--- config.mk ---
export PLATFORM = sky130hd
export DESIGN_NAME = utf16le_to_utf8_budgeted_transcoder_top
export DESIGN_NICKNAME = d
export VERILOG_FILES = /design/src/design/u16u8_pkg.sv /design/src/design/utf16le_to_utf8_budgeted_transcoder_top.sv
export SDC_FILE = /design/constraint.sdc
export NUM_CORES = 1
export LEC_CHECK = 0
export ABC_CLOCK_PERIOD_IN_PS = 5060
export BUFFER_PORTS_ARGS = -buffer_cell sky130_fd_sc_hd__buf_2
export CAP_MARGIN = 20
export CORE_UTILIZATION = 54
export DETAILED_ROUTE_END_ITERATION = 16
export PLACE_DENSITY = 0.77
export SLEW_MARGIN = 0
export SYNTH_ARGS = -nofsm -noshare
export SYNTH_HDL_FRONTEND = slang
export SYNTH_SLANG_ARGS = --single-unit
export TNS_END_PERCENT = 1
--- constraint.sdc ---
create_clock -name clk -period 5.06 [get_ports clk]
set_clock_uncertainty 0.05 [all_clocks]
set_input_delay 1.012 -clock clk [delete_from_list [all_inputs] [get_ports clk]]
set_output_delay 1.012 -clock clk [all_outputs]
set_load 0.03 [all_outputs]
--- src/design/u16u8_pkg.sv ---
// Shared types and constants for the UTF-16LE to UTF-8 budgeted transcoder.
`default_nettype none

package u16u8_pkg;

    // Width of the unit and byte counters; summaries show their low 16 bits
    localparam int COUNT_WIDTH = 16;

    // Stop status codes
    localparam logic [1:0] STOP_NONE = 2'd0;
    localparam logic [1:0] STOP_FULL = 2'd1;
    localparam logic [1:0] STOP_SURR = 2'd2;

    // Result kinds
    localparam logic KIND_BYTE    = 1'b0;
    localparam logic KIND_SUMMARY = 1'b1;

    // UTF-8 byte prefixes
    localparam logic [2:0] LEAD2_PREFIX = 3'b110;
    localparam logic [3:0] LEAD3_PREFIX = 4'b1110;
    localparam logic [1:0] CONT_PREFIX  = 2'b10;

    // High surrogate range 0xD800..0xDBFF: top six bits of the unit
    localparam logic [5:0] HIGH_SURR_TOP = 6'b110110;

    // Results of one accepted unit, held while they drain to the output
    typedef struct packed {
        logic [2:0][7:0]  bytes;
        logic [2:0][15:0] index;
        logic [1:0]       n_bytes;
        logic             summ;
        logic [1:0]       status;
        logic [15:0]      copied;
        logic [15:0]      consumed;
    } run_t;

endpackage

`default_nettype wire

--- src/design/utf16le_to_utf8_budgeted_transcoder_top.sv ---
// Top level of the UTF-16LE to UTF-8 transcoder with a destination byte budget.
`default_nettype none

// Converts one UTF-16 code unit per input transfer into its UTF-8 bytes (one
// result per byte), followed by a summary result on a final unit. The
// conversion state is updated as a unit is accepted and its results are held
// in one output register that drains one result per cycle while out_ready is
// high. A unit has 0 to 3 bytes plus an optional summary, at most 4 results,
// and a unit with no result leaves the register empty. The next unit is
// accepted in the cycle the last result of the previous one is transferred.
module utf16le_to_utf8_budgeted_transcoder_top (
    input  wire logic        clk,
    input  wire logic        rst_n,
    input  wire logic        in_valid,
    output logic             in_ready,
    input  wire logic [15:0] src_unit,
    input  wire logic        first_unit,
    input  wire logic [15:0] budget,
    input  wire logic [15:0] dest_start,
    input  wire logic        final_unit,
    output logic             out_valid,
    input  wire logic        out_ready,
    output logic             kind,
    output logic [7:0]       data_byte,
    output logic [15:0]      byte_index,
    output logic [1:0]       stop_status,
    output logic [15:0]      bytes_copied,
    output logic [15:0]      units_consumed,
    output logic             last_of_run
);

    localparam int CW = u16u8_pkg::COUNT_WIDTH;

    // Conversion state
    logic [15:0]   budget_left_reg, budget_left_next;
    logic          stopped_reg, stopped_next;
    logic [1:0]    stop_code_reg, stop_code_next;
    logic [CW-1:0] unit_count_reg, unit_count_next;
    logic [CW-1:0] byte_count_reg, byte_count_next;
    logic [15:0]   start_reg, start_next;

    // Output holding register
    logic            run_valid_reg, run_valid_next;
    logic [1:0]      ptr_reg, ptr_next;
    u16u8_pkg::run_t run_reg, run_next;

    logic in_xfer, out_xfer, at_byte;
    logic high_sur, fits;
    logic [1:0] need;
    logic [15:0] base_index;
    logic [15:0] bl_eff;
    logic        stopped_eff;
    logic [1:0]  code_eff;
    logic [CW-1:0] units_eff, bytes_eff;

    assign in_xfer  = in_valid && in_ready;
    assign out_xfer = out_valid && out_ready;
    assign in_ready = !run_valid_reg || (out_ready && last_of_run);

    // Drive the current result from the holding register
    assign at_byte = (ptr_reg < run_reg.n_bytes);
    always_comb
    begin
        out_valid      = run_valid_reg;
        kind           = at_byte ? u16u8_pkg::KIND_BYTE : u16u8_pkg::KIND_SUMMARY;
        data_byte      = 8'd0;
        byte_index     = 16'd0;
        stop_status    = u16u8_pkg::STOP_NONE;
        bytes_copied   = 16'd0;
        units_consumed = 16'd0;
        if (at_byte)
        begin
            case (ptr_reg)
                2'd0:
                begin
                    data_byte  = run_reg.bytes[0];
                    byte_index = run_reg.index[0];
                end
                2'd1:
                begin
                    data_byte  = run_reg.bytes[1];
                    byte_index = run_reg.index[1];
                end
                default:
                begin
                    data_byte  = run_reg.bytes[2];
                    byte_index = run_reg.index[2];
                end
            endcase
            last_of_run = (ptr_reg == run_reg.n_bytes - 2'd1) && !run_reg.summ;
        end
        else
        begin
            stop_status    = run_reg.status;
            bytes_copied   = run_reg.copied;
            units_consumed = run_reg.consumed;
            last_of_run    = 1'b1;
        end
    end

    // Take the state a first unit loads
    always_comb
    begin
        bl_eff      = first_unit ? budget : budget_left_reg;
        start_next  = first_unit ? dest_start : start_reg;
        stopped_eff = first_unit ? 1'b0 : stopped_reg;
        code_eff    = first_unit ? u16u8_pkg::STOP_NONE : stop_code_reg;
        units_eff   = first_unit ? '0 : unit_count_reg;
        bytes_eff   = first_unit ? '0 : byte_count_reg;
    end

    // Classify the unit and check it against the budget
    assign high_sur = (src_unit[15:10] == u16u8_pkg::HIGH_SURR_TOP);
    always_comb
    begin
        if (src_unit[15:7] == 9'd0)
            need = 2'd1;
        else if (src_unit[15:11] == 5'd0)
            need = 2'd2;
        else
            need = 2'd3;
    end
    assign fits       = ({14'd0, need} <= bl_eff);
    assign base_index = start_next + 16'(bytes_eff);

    // Update the conversion and build the results of the unit
    always_comb
    begin
        budget_left_next = bl_eff;
        stopped_next     = stopped_eff;
        stop_code_next   = code_eff;
        unit_count_next  = units_eff;
        byte_count_next  = bytes_eff;
        run_next.n_bytes = 2'd0;
        run_next.bytes[0] = src_unit[7:0];
        run_next.bytes[1] = {u16u8_pkg::CONT_PREFIX, src_unit[5:0]};
        run_next.bytes[2] = {u16u8_pkg::CONT_PREFIX, src_unit[5:0]};
        if (need == 2'd2)
            run_next.bytes[0] = {u16u8_pkg::LEAD2_PREFIX, src_unit[10:6]};
        else if (need == 2'd3)
        begin
            run_next.bytes[0] = {u16u8_pkg::LEAD3_PREFIX, src_unit[15:12]};
            run_next.bytes[1] = {u16u8_pkg::CONT_PREFIX, src_unit[11:6]};
        end
        run_next.index[0] = base_index;
        run_next.index[1] = base_index + 16'd1;
        run_next.index[2] = base_index + 16'd2;
        if (!stopped_eff)
        begin
            if (high_sur)
            begin
                stopped_next   = 1'b1;
                stop_code_next = u16u8_pkg::STOP_SURR;
            end
            else if (!fits)
            begin
                stopped_next   = 1'b1;
                stop_code_next = u16u8_pkg::STOP_FULL;
            end
            else
            begin
                run_next.n_bytes = need;
                budget_left_next = bl_eff - {14'd0, need};
                unit_count_next  = units_eff + CW'(1);
                byte_count_next  = bytes_eff + CW'(need);
            end
        end
        run_next.summ     = final_unit;
        run_next.status   = stop_code_next;
        run_next.copied   = 16'(byte_count_next);
        run_next.consumed = 16'(unit_count_next);
    end

    // Advance the output pointer or load a new run
    always_comb
    begin
        run_valid_next = run_valid_reg;
        ptr_next       = ptr_reg;
        if (out_xfer)
        begin
            if (last_of_run)
                run_valid_next = 1'b0;
            else
                ptr_next = ptr_reg + 2'd1;
        end
        if (in_xfer)
        begin
            run_valid_next = (run_next.n_bytes != 2'd0) || run_next.summ;
            ptr_next       = 2'd0;
        end
    end

    // Hold control and conversion state
    always_ff @(posedge clk or negedge rst_n)
    begin
        if (!rst_n)
        begin
            run_valid_reg   <= 1'b0;
            ptr_reg         <= 2'd0;
            budget_left_reg <= 16'd0;
            stopped_reg     <= 1'b0;
            stop_code_reg   <= u16u8_pkg::STOP_NONE;
            unit_count_reg  <= '0;
            byte_count_reg  <= '0;
            start_reg       <= 16'd0;
        end
        else
        begin
            run_valid_reg <= run_valid_next;
            ptr_reg       <= ptr_next;
            if (in_xfer)
            begin
                budget_left_reg <= budget_left_next;
                stopped_reg     <= stopped_next;
                stop_code_reg   <= stop_code_next;
                unit_count_reg  <= unit_count_next;
                byte_count_reg  <= byte_count_next;
                start_reg       <= start_next;
            end
        end
    end

    // Hold the result payload
    always_ff @(posedge clk)
    begin
        if (in_xfer)
            run_reg <= run_next;
    end

    // A held result always has something to show
    assert property (@(posedge clk) disable iff (!rst_n)
        out_valid |-> (run_reg.n_bytes != 2'd0 || run_reg.summ))
        else $error("held result is empty");

    // A new unit enters only as the last pending result leaves
    assert property (@(posedge clk) disable iff (!rst_n)
        (in_xfer && out_valid) |-> (out_ready && last_of_run))
        else $error("unit accepted over pending results");

    // A summary always closes its run
    assert property (@(posedge clk) disable iff (!rst_n)
        (out_valid && kind == u16u8_pkg::KIND_SUMMARY) |-> last_of_run)
        else $error("summary not last of run");

    // A stopped conversion writes no more bytes until restarted
    assert property (@(posedge clk) disable iff (!rst_n)
        (stopped_reg && !(in_xfer && first_unit)) |=> $stable(byte_count_reg))
        else $error("byte count moved after stop");

endmodule

`default_nettype wire

==> results list, run 1 <==
* Placement Rows: 49
- Num Clock Sinks: 174
* Routed length per placed instance: 17.9 um
* Flip-flop and latch count after synthesis: 174
* Adder-cell share of the synthesized area: 3.77%
- Worst Path Arrival: about 4.5 ns
- Nets: 1185
* Max_cap viols: 0
* Area Overhead vs Synth: 14.1%
- Across all register-to-register paths, the minimum setup slack is ~1.4 ns.
- The number of antenna diodes in the final layout is 0.
- Slowest stage cell, crit path: sky130_fd_sc_hd__or4_1
- Counting stages on the worst path, the most repeated cell is sky130_fd_sc_hd__nor2_1.
* Final weighted congestion of routability-driven global placement: roughly 0.89
- Setup repair after global routing left no endpoint under its margin.
* Kind of path behind the tightest hold check: flip-flop to flip-flop
* Die width: about 140 um
* Clock transition time at the flip-flop clock pins of the worst setup and hold paths: 0.07 ns
- Power dissipated by switching net loads: 0.00286 W
- Die area: between 15000 and 20000 um2
- Total nets after synthesis: 1079
- Cell at the root of the clock tree: sky130_fd_sc_hd__clkbuf_16
- Antenna violations before repair: 0
* Worst hold margin: 0.437 ns
- Data on the critical path is required at its endpoint by 5.18 ns.
- In the synthesized netlist the dominant register cell turns out to be sky130_fd_sc_hd__edfxtp_1.
- Global-route wire length before repair: 38800 um
* Aggregate routed wire length: 24100 um
* Count of filler cells inserted in the layout: 1464
* Tmin final: 4.34 ns
- Post-place setup slack: roughly 0.38 ns
- At the pin with the least slew margin, the transition time is 1.03 ns.
- Clock latency on the worst-skew pair, taken at its later pin, is 0.44 ns.
- Number of warnings reported in the yosys synthesis log: 0
* Routed via count: roughly 8000
- Entering global routing, the biggest net connects 70 pins.
- Async SR Flop Fraction: 40.2%
- Synthesized-area fraction occupied by xor and xnor cells: 7.22%
- After Yosys synthesis, and, or, nand and nor cells account for 18.5% of the synthesized area.
* Post-route DRC: 0
* Largest family of logic cells by synthesized area: simple AND/OR/NAND/NOR gates
- Complex-gate fraction of the synthesized area: 12.9%
- Final-report max-slew violation count: 0
* Final setup violation count: 0
- Vertical extent of the die: ~140 um
- Net switching is 41.9% of the power.
- On the worst path, the slowest cell contributes a delay of between 0.5 and 0.6 ns.
* Cell area after synthesis: 10200 um2
- Storage cell area: 4870 um2
- Detailed-router iteration count before antenna repair: 5
* Sequential share of power: 33.2%
- Clk pwr share: roughly 21%
* Floorplan core area: 18300 um2
- FMAX: 230 MHz
- Startpoint class of the critical path: primary input
* Leftover overflow at the end of global routing: 0
* Int Power: a little under 0.004 W
* Share of synthesized area occupied by flip-flops and latches: 47.6%
* Number of flops mapped to enable cells by yosys: between 100 and 150
* Largest voltage drop on the vdd net: 0.366 mV
- Post-CTS setup buffers: 0
- Fraction of final layout cells with drive strength greater than 1: 22.3%
- DPL Wire Length: 16400 um
* Cell breakdown of the critical path: buf_2 -> or4_1 -> nor2_1 -> nand2_1 -> ha_1 -> fa_1 -> o21ai_1 -> nor2_2 -> a21o_1 -> buf_4 -> nor2_1 -> and4_1 -> xnor2_1 -> nor2_1
- The worst setup path is captured at a flip-flop.
- The final count of hold timing violations came to 0.
- Global routing used 25.5% of the available tracks across all layers.
* Synth Instances: 996
- Summed over all cells, the static leakage comes to 4.84 nW.
* Multiplexer share of the synthesized area: 6.38%
- The register with the most flip-flops in the layout has around 100 of them.
- Number of placed I/O pins: roughly 120
- In this run the tool buffered the top-level ports with 115 buffer cells.
* Worst relative slew slack: 31.5%
* Fin crit share: 85.8%
- Dividing the synthesized area by the synthesized cell count gives roughly 10 um2.
- Setup ws final: 0.719 ns
- Count of hold buffers inserted by post-cts repair: 0
- Dividing the detail-routed via count by the number of cells gives 5.95.
- The run finished with clean final reports.
- TritonCTS built the clock tree.
- CP bufs+invs: 2
- First DRT Iteration DRCs: between 600 and 700
- Maximum root-to-sink buffer count: 2
- Type of the worst setup path: primary input to flip-flop
- Counting the buffers created by CTS gives 17.
- In the final timing run, aggregate negative setup slack is 0 ns.
* Final standard cell utilization of the core: 63.9%
- Effective utilization at floorplan: between 50% and 60%
- Combinational cells account for 46.0% of the total power.
- Number of gates resized after cts: 0
- Multi-input gate area: 4990 um2
* Maximum fanout count along the critical path: 9
* Unique masters post-synth: 76
* Total power divided by cell area: 586 nW/um2
- The H-tree was split into 4 levels.
* Number of global-route vias before repair: 7514
- Crit-path leading delay family: simple AND/OR/NAND/NOR gates
- In this run the remaining antenna-violating nets after routing total 0.
-- worst min-delay path: stages (launching register included) --
cell,delay (ns)
sky130_fd_sc_hd__dfrtp_1,0.35
sky130_fd_sc_hd__nand2_1,0.06
sky130_fd_sc_hd__nand2_1,0.05
-- stage by stage --
stage / cell area (um2) / power, W / std cells
after floorplan: 10200 / 0.00456 / 996
after global placement: 11100 / 0.00535 / 1312
after detailed placement: 11100 / 0.00542 / 1312
after CTS: 11700 / 0.00685 / 1344
after global routing: 11700 / 0.00722 / 1344
final: 11700 / 0.00684 / 1344
-- placed cells by master, fill, tap and decap left out, types with 18 or more instances in the layout --
master	count
sky130_fd_sc_hd__edfxtp_1	104
sky130_fd_sc_hd__dfrtp_1	70
sky130_fd_sc_hd__mux2_2	41
sky130_fd_sc_hd__mux2i_1	18
sky130_fd_sc_hd__ha_1	26
sky130_fd_sc_hd__and2_1	38
sky130_fd_sc_hd__nor3_1	28
sky130_fd_sc_hd__xnor2_1	53
sky130_fd_sc_hd__a22oi_1	23
sky130_fd_sc_hd__a21oi_1	57
sky130_fd_sc_hd__buf_4	22
sky130_fd_sc_hd__nor2_1	71
sky130_fd_sc_hd__nand3_1	24
sky130_fd_sc_hd__buf_2	114
sky130_fd_sc_hd__inv_1	33
sky130_fd_sc_hd__nand2_1	115
sky130_fd_sc_hd__nor2b_1	20
sky130_fd_sc_hd__o21ai_0	45
sky130_fd_sc_hd__xor2_1	24
-- metal layers --
metal	part of all wire (%)	global-route usage, %	vias up
met5	0	0	-
met4	1.8	8.04	0
met3	6.4	3.82	36
met1	46	36.3	3861
met2	46	40.3	307
li1	-	-	3789
-- path summary, 6_finish.rpt --
path,from,end,cells after the start
worst min register to register,byte_count_reg[12],byte_count_reg[12],2
worst max-delay path,src_unit[12],run_reg[9],14
worst max register to register,start_reg[0],run_reg[84],11
max in group asynchronous,rst_n,unit_count_reg[9],2
worst min-delay path,byte_count_reg[12],byte_count_reg[12],2
min in group asynchronous,rst_n,start_reg[7],1
-- cell families after synthesis --
logic type	Yosys count
adder cells (fa/ha/maj)	29
XOR/XNOR	81
AND/OR/NAND/NOR	368
multiplexers	60
buffers and inverters	87
AO/OA/AOI/OAI	197
flip-flops	174
-- final cells by class --
| class | instances | share of cell area (%) |
|---|---|---|
| Tap cell | 229 | 2.45 |
| Sequential cell | 174 | 41.7 |
| Multi-Input combinational cell | 735 | 42.8 |
| Timing Repair Buffer | 137 | 6.47 |
| Clock inverter | 12 | 1.55 |
| Inverter | 37 | 1.21 |
| Clock buffer | 20 | 3.82 |
-- cell usage after synthesis, types with 4 or more instances --
cell                       instances  area share [%]
sky130_fd_sc_hd__nand2_1         116             4.3
sky130_fd_sc_hd__edfxtp_1        104              31
sky130_fd_sc_hd__nor2_1           71             2.6
sky130_fd_sc_hd__dfrtp_1          70              17
sky130_fd_sc_hd__a21oi_1          57             2.8
sky130_fd_sc_hd__xnor2_1          53             4.5
sky130_fd_sc_hd__o21ai_0          45             2.2
sky130_fd_sc_hd__mux2_2           41             4.5
sky130_fd_sc_hd__and2_1           38             2.3
sky130_fd_sc_hd__inv_1            33             1.2
sky130_fd_sc_hd__clkbuf_1         31             1.1
sky130_fd_sc_hd__nor3_1           28             1.4
sky130_fd_sc_hd__ha_1             26             3.2
sky130_fd_sc_hd__nand3_1          24             1.2
sky130_fd_sc_hd__xor2_1           24             2.1
sky130_fd_sc_hd__a22oi_1          23             1.7
sky130_fd_sc_hd__nor2b_1          20             1.2
sky130_fd_sc_hd__mux2i_1          18             1.8
sky130_fd_sc_hd__nand4_1          12            0.73
sky130_fd_sc_hd__and3_1           11            0.67
sky130_fd_sc_hd__buf_2             9            0.44
sky130_fd_sc_hd__nor3_2            9            0.88
sky130_fd_sc_hd__o21a_1            8            0.59
sky130_fd_sc_hd__a21o_1            7            0.51
sky130_fd_sc_hd__a22o_1            7            0.60
sky130_fd_sc_hd__nor3b_1           7            0.51
sky130_fd_sc_hd__o21ai_1           6            0.29
sky130_fd_sc_hd__buf_1             5            0.18
sky130_fd_sc_hd__o211ai_1          5            0.37
sky130_fd_sc_hd__o22a_1            5            0.43
sky130_fd_sc_hd__a31oi_1           4            0.24
sky130_fd_sc_hd__and4_1            4            0.34
sky130_fd_sc_hd__nor2_2            4            0.24
sky130_fd_sc_hd__nor4_1            4            0.24
-- power by group through the flow --
stage | clock network (W) | registers, W | logic, W
2_1_floorplan | 0 | 0.00226 | 0.00230
3_3_place_gp | 0 | 0.00228 | 0.00307
3_5_place_dp | 0 | 0.00230 | 0.00313
4_1_cts | 0.00142 | 0.00227 | 0.00315
5_1_grt | 0.00149 | 0.00232 | 0.00341
6_report | 0.00142 | 0.00227 | 0.00315
(Power assumes the default switching activity.)
==> run 2, diff against run 1 <==
--- a/config.mk
+++ b/config.mk
@@ -10,7 +10,7 @@
 export CAP_MARGIN = 20
 export CORE_UTILIZATION = 54
 export DETAILED_ROUTE_END_ITERATION = 16
-export PLACE_DENSITY = 0.77
+export PLACE_DENSITY = 0.84
 export SLEW_MARGIN = 0
 export SYNTH_ARGS = -nofsm -noshare
 export SYNTH_HDL_FRONTEND = slang
==> results list, run 2 (synthesis results as in run 1) <==
* Post-Route M1 WL: 10700 um
- Clock latency on the worst-skew pair, taken at its later pin, is 0.44 ns.
* Placement-stage cell area: 11100 um2
- The first global-routing pass estimated between 30000 and 40000 um of wire.
- GR Util All Layers: 25.8%
* Max_cap viols: 0
- Final weighted congestion of routability-driven global placement: 0.897
- The floorplan step defined a core boundary enclosing 18300 um2.
- Detailed routing inserted a total of between 7000 and 8000 vias.
* Cell at the root of the clock tree: sky130_fd_sc_hd__clkbuf_16
- Non-filler cells, final: about 1300
- The worst setup path is launched from a primary input.
- The die is between 100 and 150 um wide.
- Kind of path behind the tightest hold check: flip-flop to flip-flop
- After clock tree synthesis, the clock-pin slew on the worst setup and hold paths is approximately 0.07 ns.
- Once the floorplan was initialized, standard cells occupied 56.0% of the core.
* Nets: 1184
* Die area: 19500 um2
- Wire length on met2: 11300 um
- Entering global routing, the biggest net connects 70 pins.
- In this run the tightest slew margin relative to its limit is 30.1%.
- Detailed routing placed a total of between 1500 and 2000 um of wire on met3.
* Status: complete, no violations
- CTS built an H-tree with a depth of 4.
- For flop-to-flop paths, the worst setup slack is 1.43 ns.
* Crit end category: flip-flop
* Final hold violation count: 0
- Antenna cell count: 0
- Post-CTS setup buffers: 0
* TritonCTS clock tree: done
- Number of port buffers: 115
- Using the TritonRoute via totals, the vias-per-cell ratio works out to 5.94.
- Before antenna repair, the detailed router went through 5 iterations.
- Final hold analysis gives a worst-case slack of around 0.43 ns.
* Total power divided by cell area: around 580 nW/um2
- Post-route design area: between 10000 and 15000 um2
- Routed length per placed instance: 18.0 um
* Static leakage: approximately 4.8 nW
- Fraction of final layout cells with drive strength greater than 1: 22.2%
- Cell count after placement: around 1300
- Leaving out fill and tap cells, the most frequent cell in the layout is sky130_fd_sc_hd__nand2_1.
- TritonCTS created 17 clock buffers.
- Count of hold buffers inserted by post-cts repair: 0
* Number of gates resized after cts: 0
* Post-place setup slack: 0.332 ns
- The via count of the first global-routing pass came to 7685.
* WP data required: between 5 and 6 ns
- Tmin final: 4.27 ns
- Fin crit share: 84.4%
- Summed over all failing endpoints, the final setup total negative slack is 0 ns.
- The register with the most flip-flops in the layout has 104 of them.
- Largest voltage drop on the vdd net: 0.314 mV
- At the worst endpoint, the arrival time is approximately 4.4 ns.
* Type of the worst setup path: primary input to flip-flop
* Vertical extent of the die: 140 um
* Area Overhead vs Synth: 13.9%
- Final setup violation count: 0
- Timing would allow up to 234 MHz.
* Num Clock Sinks: between 150 and 200
- DRT antenna net count: 0
- Detailed placement ended at an HPWL of ~17000 um.
- Leaving out fill and tap cells, the most frequent cells in the layout are sky130_fd_sc_hd__nand2_1, sky130_fd_sc_hd__buf_2, sky130_fd_sc_hd__edfxtp_1.
- The detailed router used layers up to and including met4.
* Number of placed I/O pins: 116
- Antenna violations before repair: 0
- Setup repair after global routing left no endpoint under its margin.
- After the first detailed-routing iteration, the DRC count stood at just over 700.
- Post-route DRC: 0
- Transition time at the pin with the least slew margin: 1.05 ns
* Placement Rows: 49
* Aggregate routed wire length: 24200 um
- Of all nets on the critical path, the largest fanout is 27.
- The filler cells instantiated in the layout total approximately 1400.
- Maximum root-to-sink buffer count: 2
- Registers take 4870 um2.
* Setup ws final: 0.787 ns
- Summing all multi-input logic gate instances after layout gives 4990 um2.
- Leftover overflow at the end of global routing: 0
- The number of max-slew violations in the final report is 0.
==> run 2: cell count changes in the layout (fill, tap and decap cells not counted), sizes merged <==
| cell | change |
|---|---|
| inv | -1 |
| clkinv | +1 |
| buf | -1 |
| clkinvlp | +2 |
| clkbuf | -2 |
| bufinv | -1 |
==> run 2: path summary, 6_finish.rpt <==
kind | cells past startpoint | endpoint | startpoint
setup / recovery | 12 | run_reg[84] | first_unit
hold / removal | 2 | byte_count_reg[12] | byte_count_reg[12]
setup reg to reg | 11 | run_reg[84] | start_reg[0]
hold reg to reg | 2 | byte_count_reg[12] | byte_count_reg[12]
max in group asynchronous | 2 | start_reg[4] | rst_n
min in group asynchronous | 1 | ptr_reg[1] | rst_n
==> run 2: per-layer routing <==
layer / global-route usage, % / vias to the layer above
met5: 0 / -
met4: 10.3 / 0
met3: 4.09 / 37
met2: 41.0 / 344
met1: 35.6 / 3813
li1: - / 3783
==> run 2: worst max-delay path, stage by stage <==
cell	delay, ns
sky130_fd_sc_hd__buf_4	0.32
sky130_fd_sc_hd__mux2_2	0.40
sky130_fd_sc_hd__ha_1	0.24
sky130_fd_sc_hd__fa_1	0.42
sky130_fd_sc_hd__a21o_1	0.20
sky130_fd_sc_hd__a221oi_2	0.47
sky130_fd_sc_hd__o211ai_2	0.18
sky130_fd_sc_hd__xor2_2	0.25
sky130_fd_sc_hd__and3_4	0.25
sky130_fd_sc_hd__nor3b_4	0.31
sky130_fd_sc_hd__nand3_1	0.15
sky130_fd_sc_hd__xor2_1	0.19
==> run 2: through the flow <==
stage | util [%] | power, W
global route | 63.8 | 0.00715
finish | 63.8 | 0.00679
global placement | 60.5 | 0.00532
CTS | 63.8 | 0.00679
detailed placement | 60.5 | 0.00543
floorplan | - | 0.00456
==> run 2: power breakdown <==
part | switching, W | internal, W | total, W
combinational | 0.00210 | 0.00106 | 0.00316
clock | 0.000568 | 0.000777 | 0.00134
sequential | 0.000211 | 0.00207 | 0.00228
total | 0.00288 | 0.00391 | 0.00679
==> run 2: cell type report <==
| type | instances | share of cell area [%] |
|---|---|---|
| clock inverters | 13 | 1.42 |
| repair buffers | 136 | 6.53 |
| inverters | 37 | 1.21 |
| well taps | 229 | 2.46 |
| multi-input cells | 735 | 42.9 |
| flip-flops and latches | 174 | 41.8 |
| clock buffers | 18 | 3.68 |
==> run 3, diff against run 2 <==
--- a/config.mk
+++ b/config.mk
@@ -5,7 +5,7 @@
 export SDC_FILE = /design/constraint.sdc
 export NUM_CORES = 1
 export LEC_CHECK = 0
-export ABC_CLOCK_PERIOD_IN_PS = 5060
+export ABC_CLOCK_PERIOD_IN_PS = 3900
 export BUFFER_PORTS_ARGS = -buffer_cell sky130_fd_sc_hd__buf_2
 export CAP_MARGIN = 20
 export CORE_UTILIZATION = 54
==> constraint.sdc (replaced) <==
create_clock -name clk -period 3.9 [get_ports clk]
set_clock_uncertainty 0.05 [all_clocks]
set_input_delay 0.78 -clock clk [delete_from_list [all_inputs] [get_ports clk]]
set_output_delay 0.78 -clock clk [all_outputs]
set_load 0.03 [all_outputs]
==> results list, run 3 (synthesis results as in run 1) <==
- Post-route DRC: 0
- The number of max-slew violations in the final report was 0.
- In this run the tool buffered the top-level ports with around 120 buffer cells.
- Routed via count: 8469
- The longest clock path from root to sink contains 2 buffers.
* Number of placed I/O pins: around 120
- For the worst-skew pair, the clock arrives at the later sink with an insertion delay of 0.44 ns.
- Traced cell by cell, the critical path runs through buf_4 -> buf_4 -> mux2_2 -> ha_1 -> and2_1 -> a22oi_1 -> nand3b_1 -> xor2_2 -> nand4_1 -> nor3_1 -> buf_4 -> nand3_1 -> xnor2_1.
- Antenna violations before repair: 0
- Floorplan core area: 18300 um2
* FMAX: about 270 MHz
- The final critical path takes up 95.7% of the cycle.
* TritonCTS clock tree: done
* Met2 Use GR: 43.2%
- Across the run, the number of max-cap violations was 0.
- Counting buffers and inverters, the worst setup path is 13 cells deep.
- OpenSTA, run right after detailed placement, puts the worst setup slack at -0.226 ns.
- Clock transition time at the flip-flop clock pins of the worst setup and hold paths: 0.07 ns
- The die covers 19500 um2.
- Across the VDD grid, the largest voltage drop is 0.363 mV.
- Effective utilization at floorplan: 56.0%
- Count of hold buffers inserted by post-cts repair: 0
- 0 antenna diodes ended up in the layout.
* Cell count after placement: 1399
- The first global-routing pass estimated 41300 um of wire.
- The root buffer cell chosen for the clock tree is sky130_fd_sc_hd__clkbuf_16.
- Placement-stage cell area: 11800 um2
- Path depth of the worst reg2reg path: 11
- Once the clock tree was built, the setup fixing pass inserted 0 buffers.
* Status: complete, no violations
- Vertical extent of the die: 140 um
* Placement Rows: 49
- Power spread over the standard cell area amounts to 743 nW/um2.
- DRT antenna net count: 0
- Setup repair after global routing left no endpoint under its margin.
* Worst Path Arrival: 3.87 ns
- Num Clock Sinks: 174
- Fraction of final layout cells with drive strength greater than 1: 28.2%
* DPL Wire Length: 17600 um
- Slowest stage cell, crit path: sky130_fd_sc_hd__mux2_2
- Final weighted congestion of routability-driven global placement: 0.897
- For this run, the post-layout net count is 1272.
- After global routing, the most crowded layer is met2.
- GR Util All Layers: 26.9%
- CTS built an H-tree with a depth of 4.
- Once layout is complete, the utilization of the core stands at 67.5%.
- Aggregate routed wire length: 25600 um
- Most frequent standard cell in the layout excluding fill and tap cells: sky130_fd_sc_hd__nand2_1
- The register with the most flip-flops in the layout has 104 of them.
* Number of clock buffers inserted by TritonCTS: 17
- Worst relative slew slack: about 58%
- Summed over all cells, the static leakage comes to 5.24 nW.
- STA classifies the critical path startpoint as a primary input.
- Tmin final: 3.73 ns
- Count of filler cells inserted in the layout: 1299
* Most frequent cell on the critical path: sky130_fd_sc_hd__buf_4
- First DRT Iteration DRCs: 758
* Storage cell area: 4870 um2
- Multi-input gate area: 5030 um2
- Non-filler cells, final: ~1400
* Post-route design area: about 12000 um2
- CP bufs+invs: 3
* Final setup violation count: 0
* Die width: between 100 and 150 um
* Met3 usage: 3.89%
- Dividing the detail-routed via count by the number of cells gives 5.92.
- Type of the worst setup path: primary input to flip-flop
- Transition time at the pin with the least slew margin: between 0.6 and 0.7 ns
* Kind of path behind the tightest hold check: primary input to asynchronous set/reset pin
- Before antenna repair, the detailed router went through 5 iterations.
- In the layout the commonest cells are sky130_fd_sc_hd__nand2_1, sky130_fd_sc_hd__buf_2, sky130_fd_sc_hd__buf_4.
* Crit end category: flip-flop
- Met1 Resource Use GR: 36.5%
- For the worst setup path, the data required time is 4.04 ns.
- The final count of hold timing violations is 0.
- Maximum number of pins on one net before global-route repair: 74
* Slowest Stage Delay on Critical Path: 0.37 ns
* Setup ws final: 0.167 ns
* Leftover overflow at the end of global routing: 0
- Of all nets on the critical path, the largest fanout is 8.
* Crit-path leading delay family: simple AND/OR/NAND/NOR gates
* Routed length per placed instance: between 15 and 20 um
- From synthesis to final layout, the design area changed by 20.5%.
- Number of global-route vias before repair: 8215
-- run 3: cell types whose count changed in the layout (fill, tap and decap cells not counted), moves of 2 or more --
cell,previous run,this run
sky130_fd_sc_hd__buf_4,20,106
sky130_fd_sc_hd__buf_12,2,4
sky130_fd_sc_hd__inv_6,3,6
sky130_fd_sc_hd__bufinv_16,3,1
-- run 3: final cells by class --
cell class              instances  area share [%]
repair buffers                224            11.7
clock buffers                  17            3.45
multi-input cells             735            40.8
clock inverters                15            1.09
flip-flops and latches        174            39.5
well taps                     229            2.32
inverters                      37            1.15
-- run 3: stage by stage --
stage	hold slack (ns)	power, W	TNS, ns
3_5_place_dp	0.421	0.00744	-4.90
6_report	0.305	0.00917	0
2_1_floorplan	0.389	0.00593	-23.34
5_1_grt	0.364	0.00965	0
3_3_place_gp	0.411	0.00729	-1.01
4_1_cts	0.318	0.00913	0
-- run 3: repair_timing --
item,4_1_cts,5_1_grt
gates resized for setup,0,3
hold endpoints to repair,0,0
endpoints found under the setup margin,0,2
-- run 3: worst paths after layout --
path	startpoint	end	slack, ns
max	first_unit	run_reg[67]	0.17
min	rst_n	budget_left_reg[6]	0.30
max reg2reg	start_reg[3]	run_reg[67]	0.57
min reg2reg	budget_left_reg[1]	budget_left_reg[1]	0.44
max in group asynchronous	rst_n	start_reg[6]	2.81
min in group clk	budget_left_reg[1]	budget_left_reg[1]	0.44
-- run 3: report_power, final --
part           leakage, nW  internal [W]  total [W]  switching [W]
logic                 3.13       0.00171    0.00455        0.00284
registers             1.85       0.00268    0.00296       0.000273
clock network        0.263      0.000886    0.00166       0.000774
-- run 3: routing by layer --
metal,part of all wire [%],vias up
li1,-,3956
met1,43,4064
met2,48,393
met3,7.1,56
met4,2.8,0
met5,0,-
-- run 3: worst reg2reg max path: cells and delay by family (launching register included) --
kind | cells | cell delay (ns)
simple gates | 5 | 1.03
compound gates | 1 | 0.32
fa+ha+maj | 1 | 0.36
buf+inv | 1 | 0.17
flops | 1 | 0.40
mux | 1 | 0.30
xor+xnor | 2 | 0.44
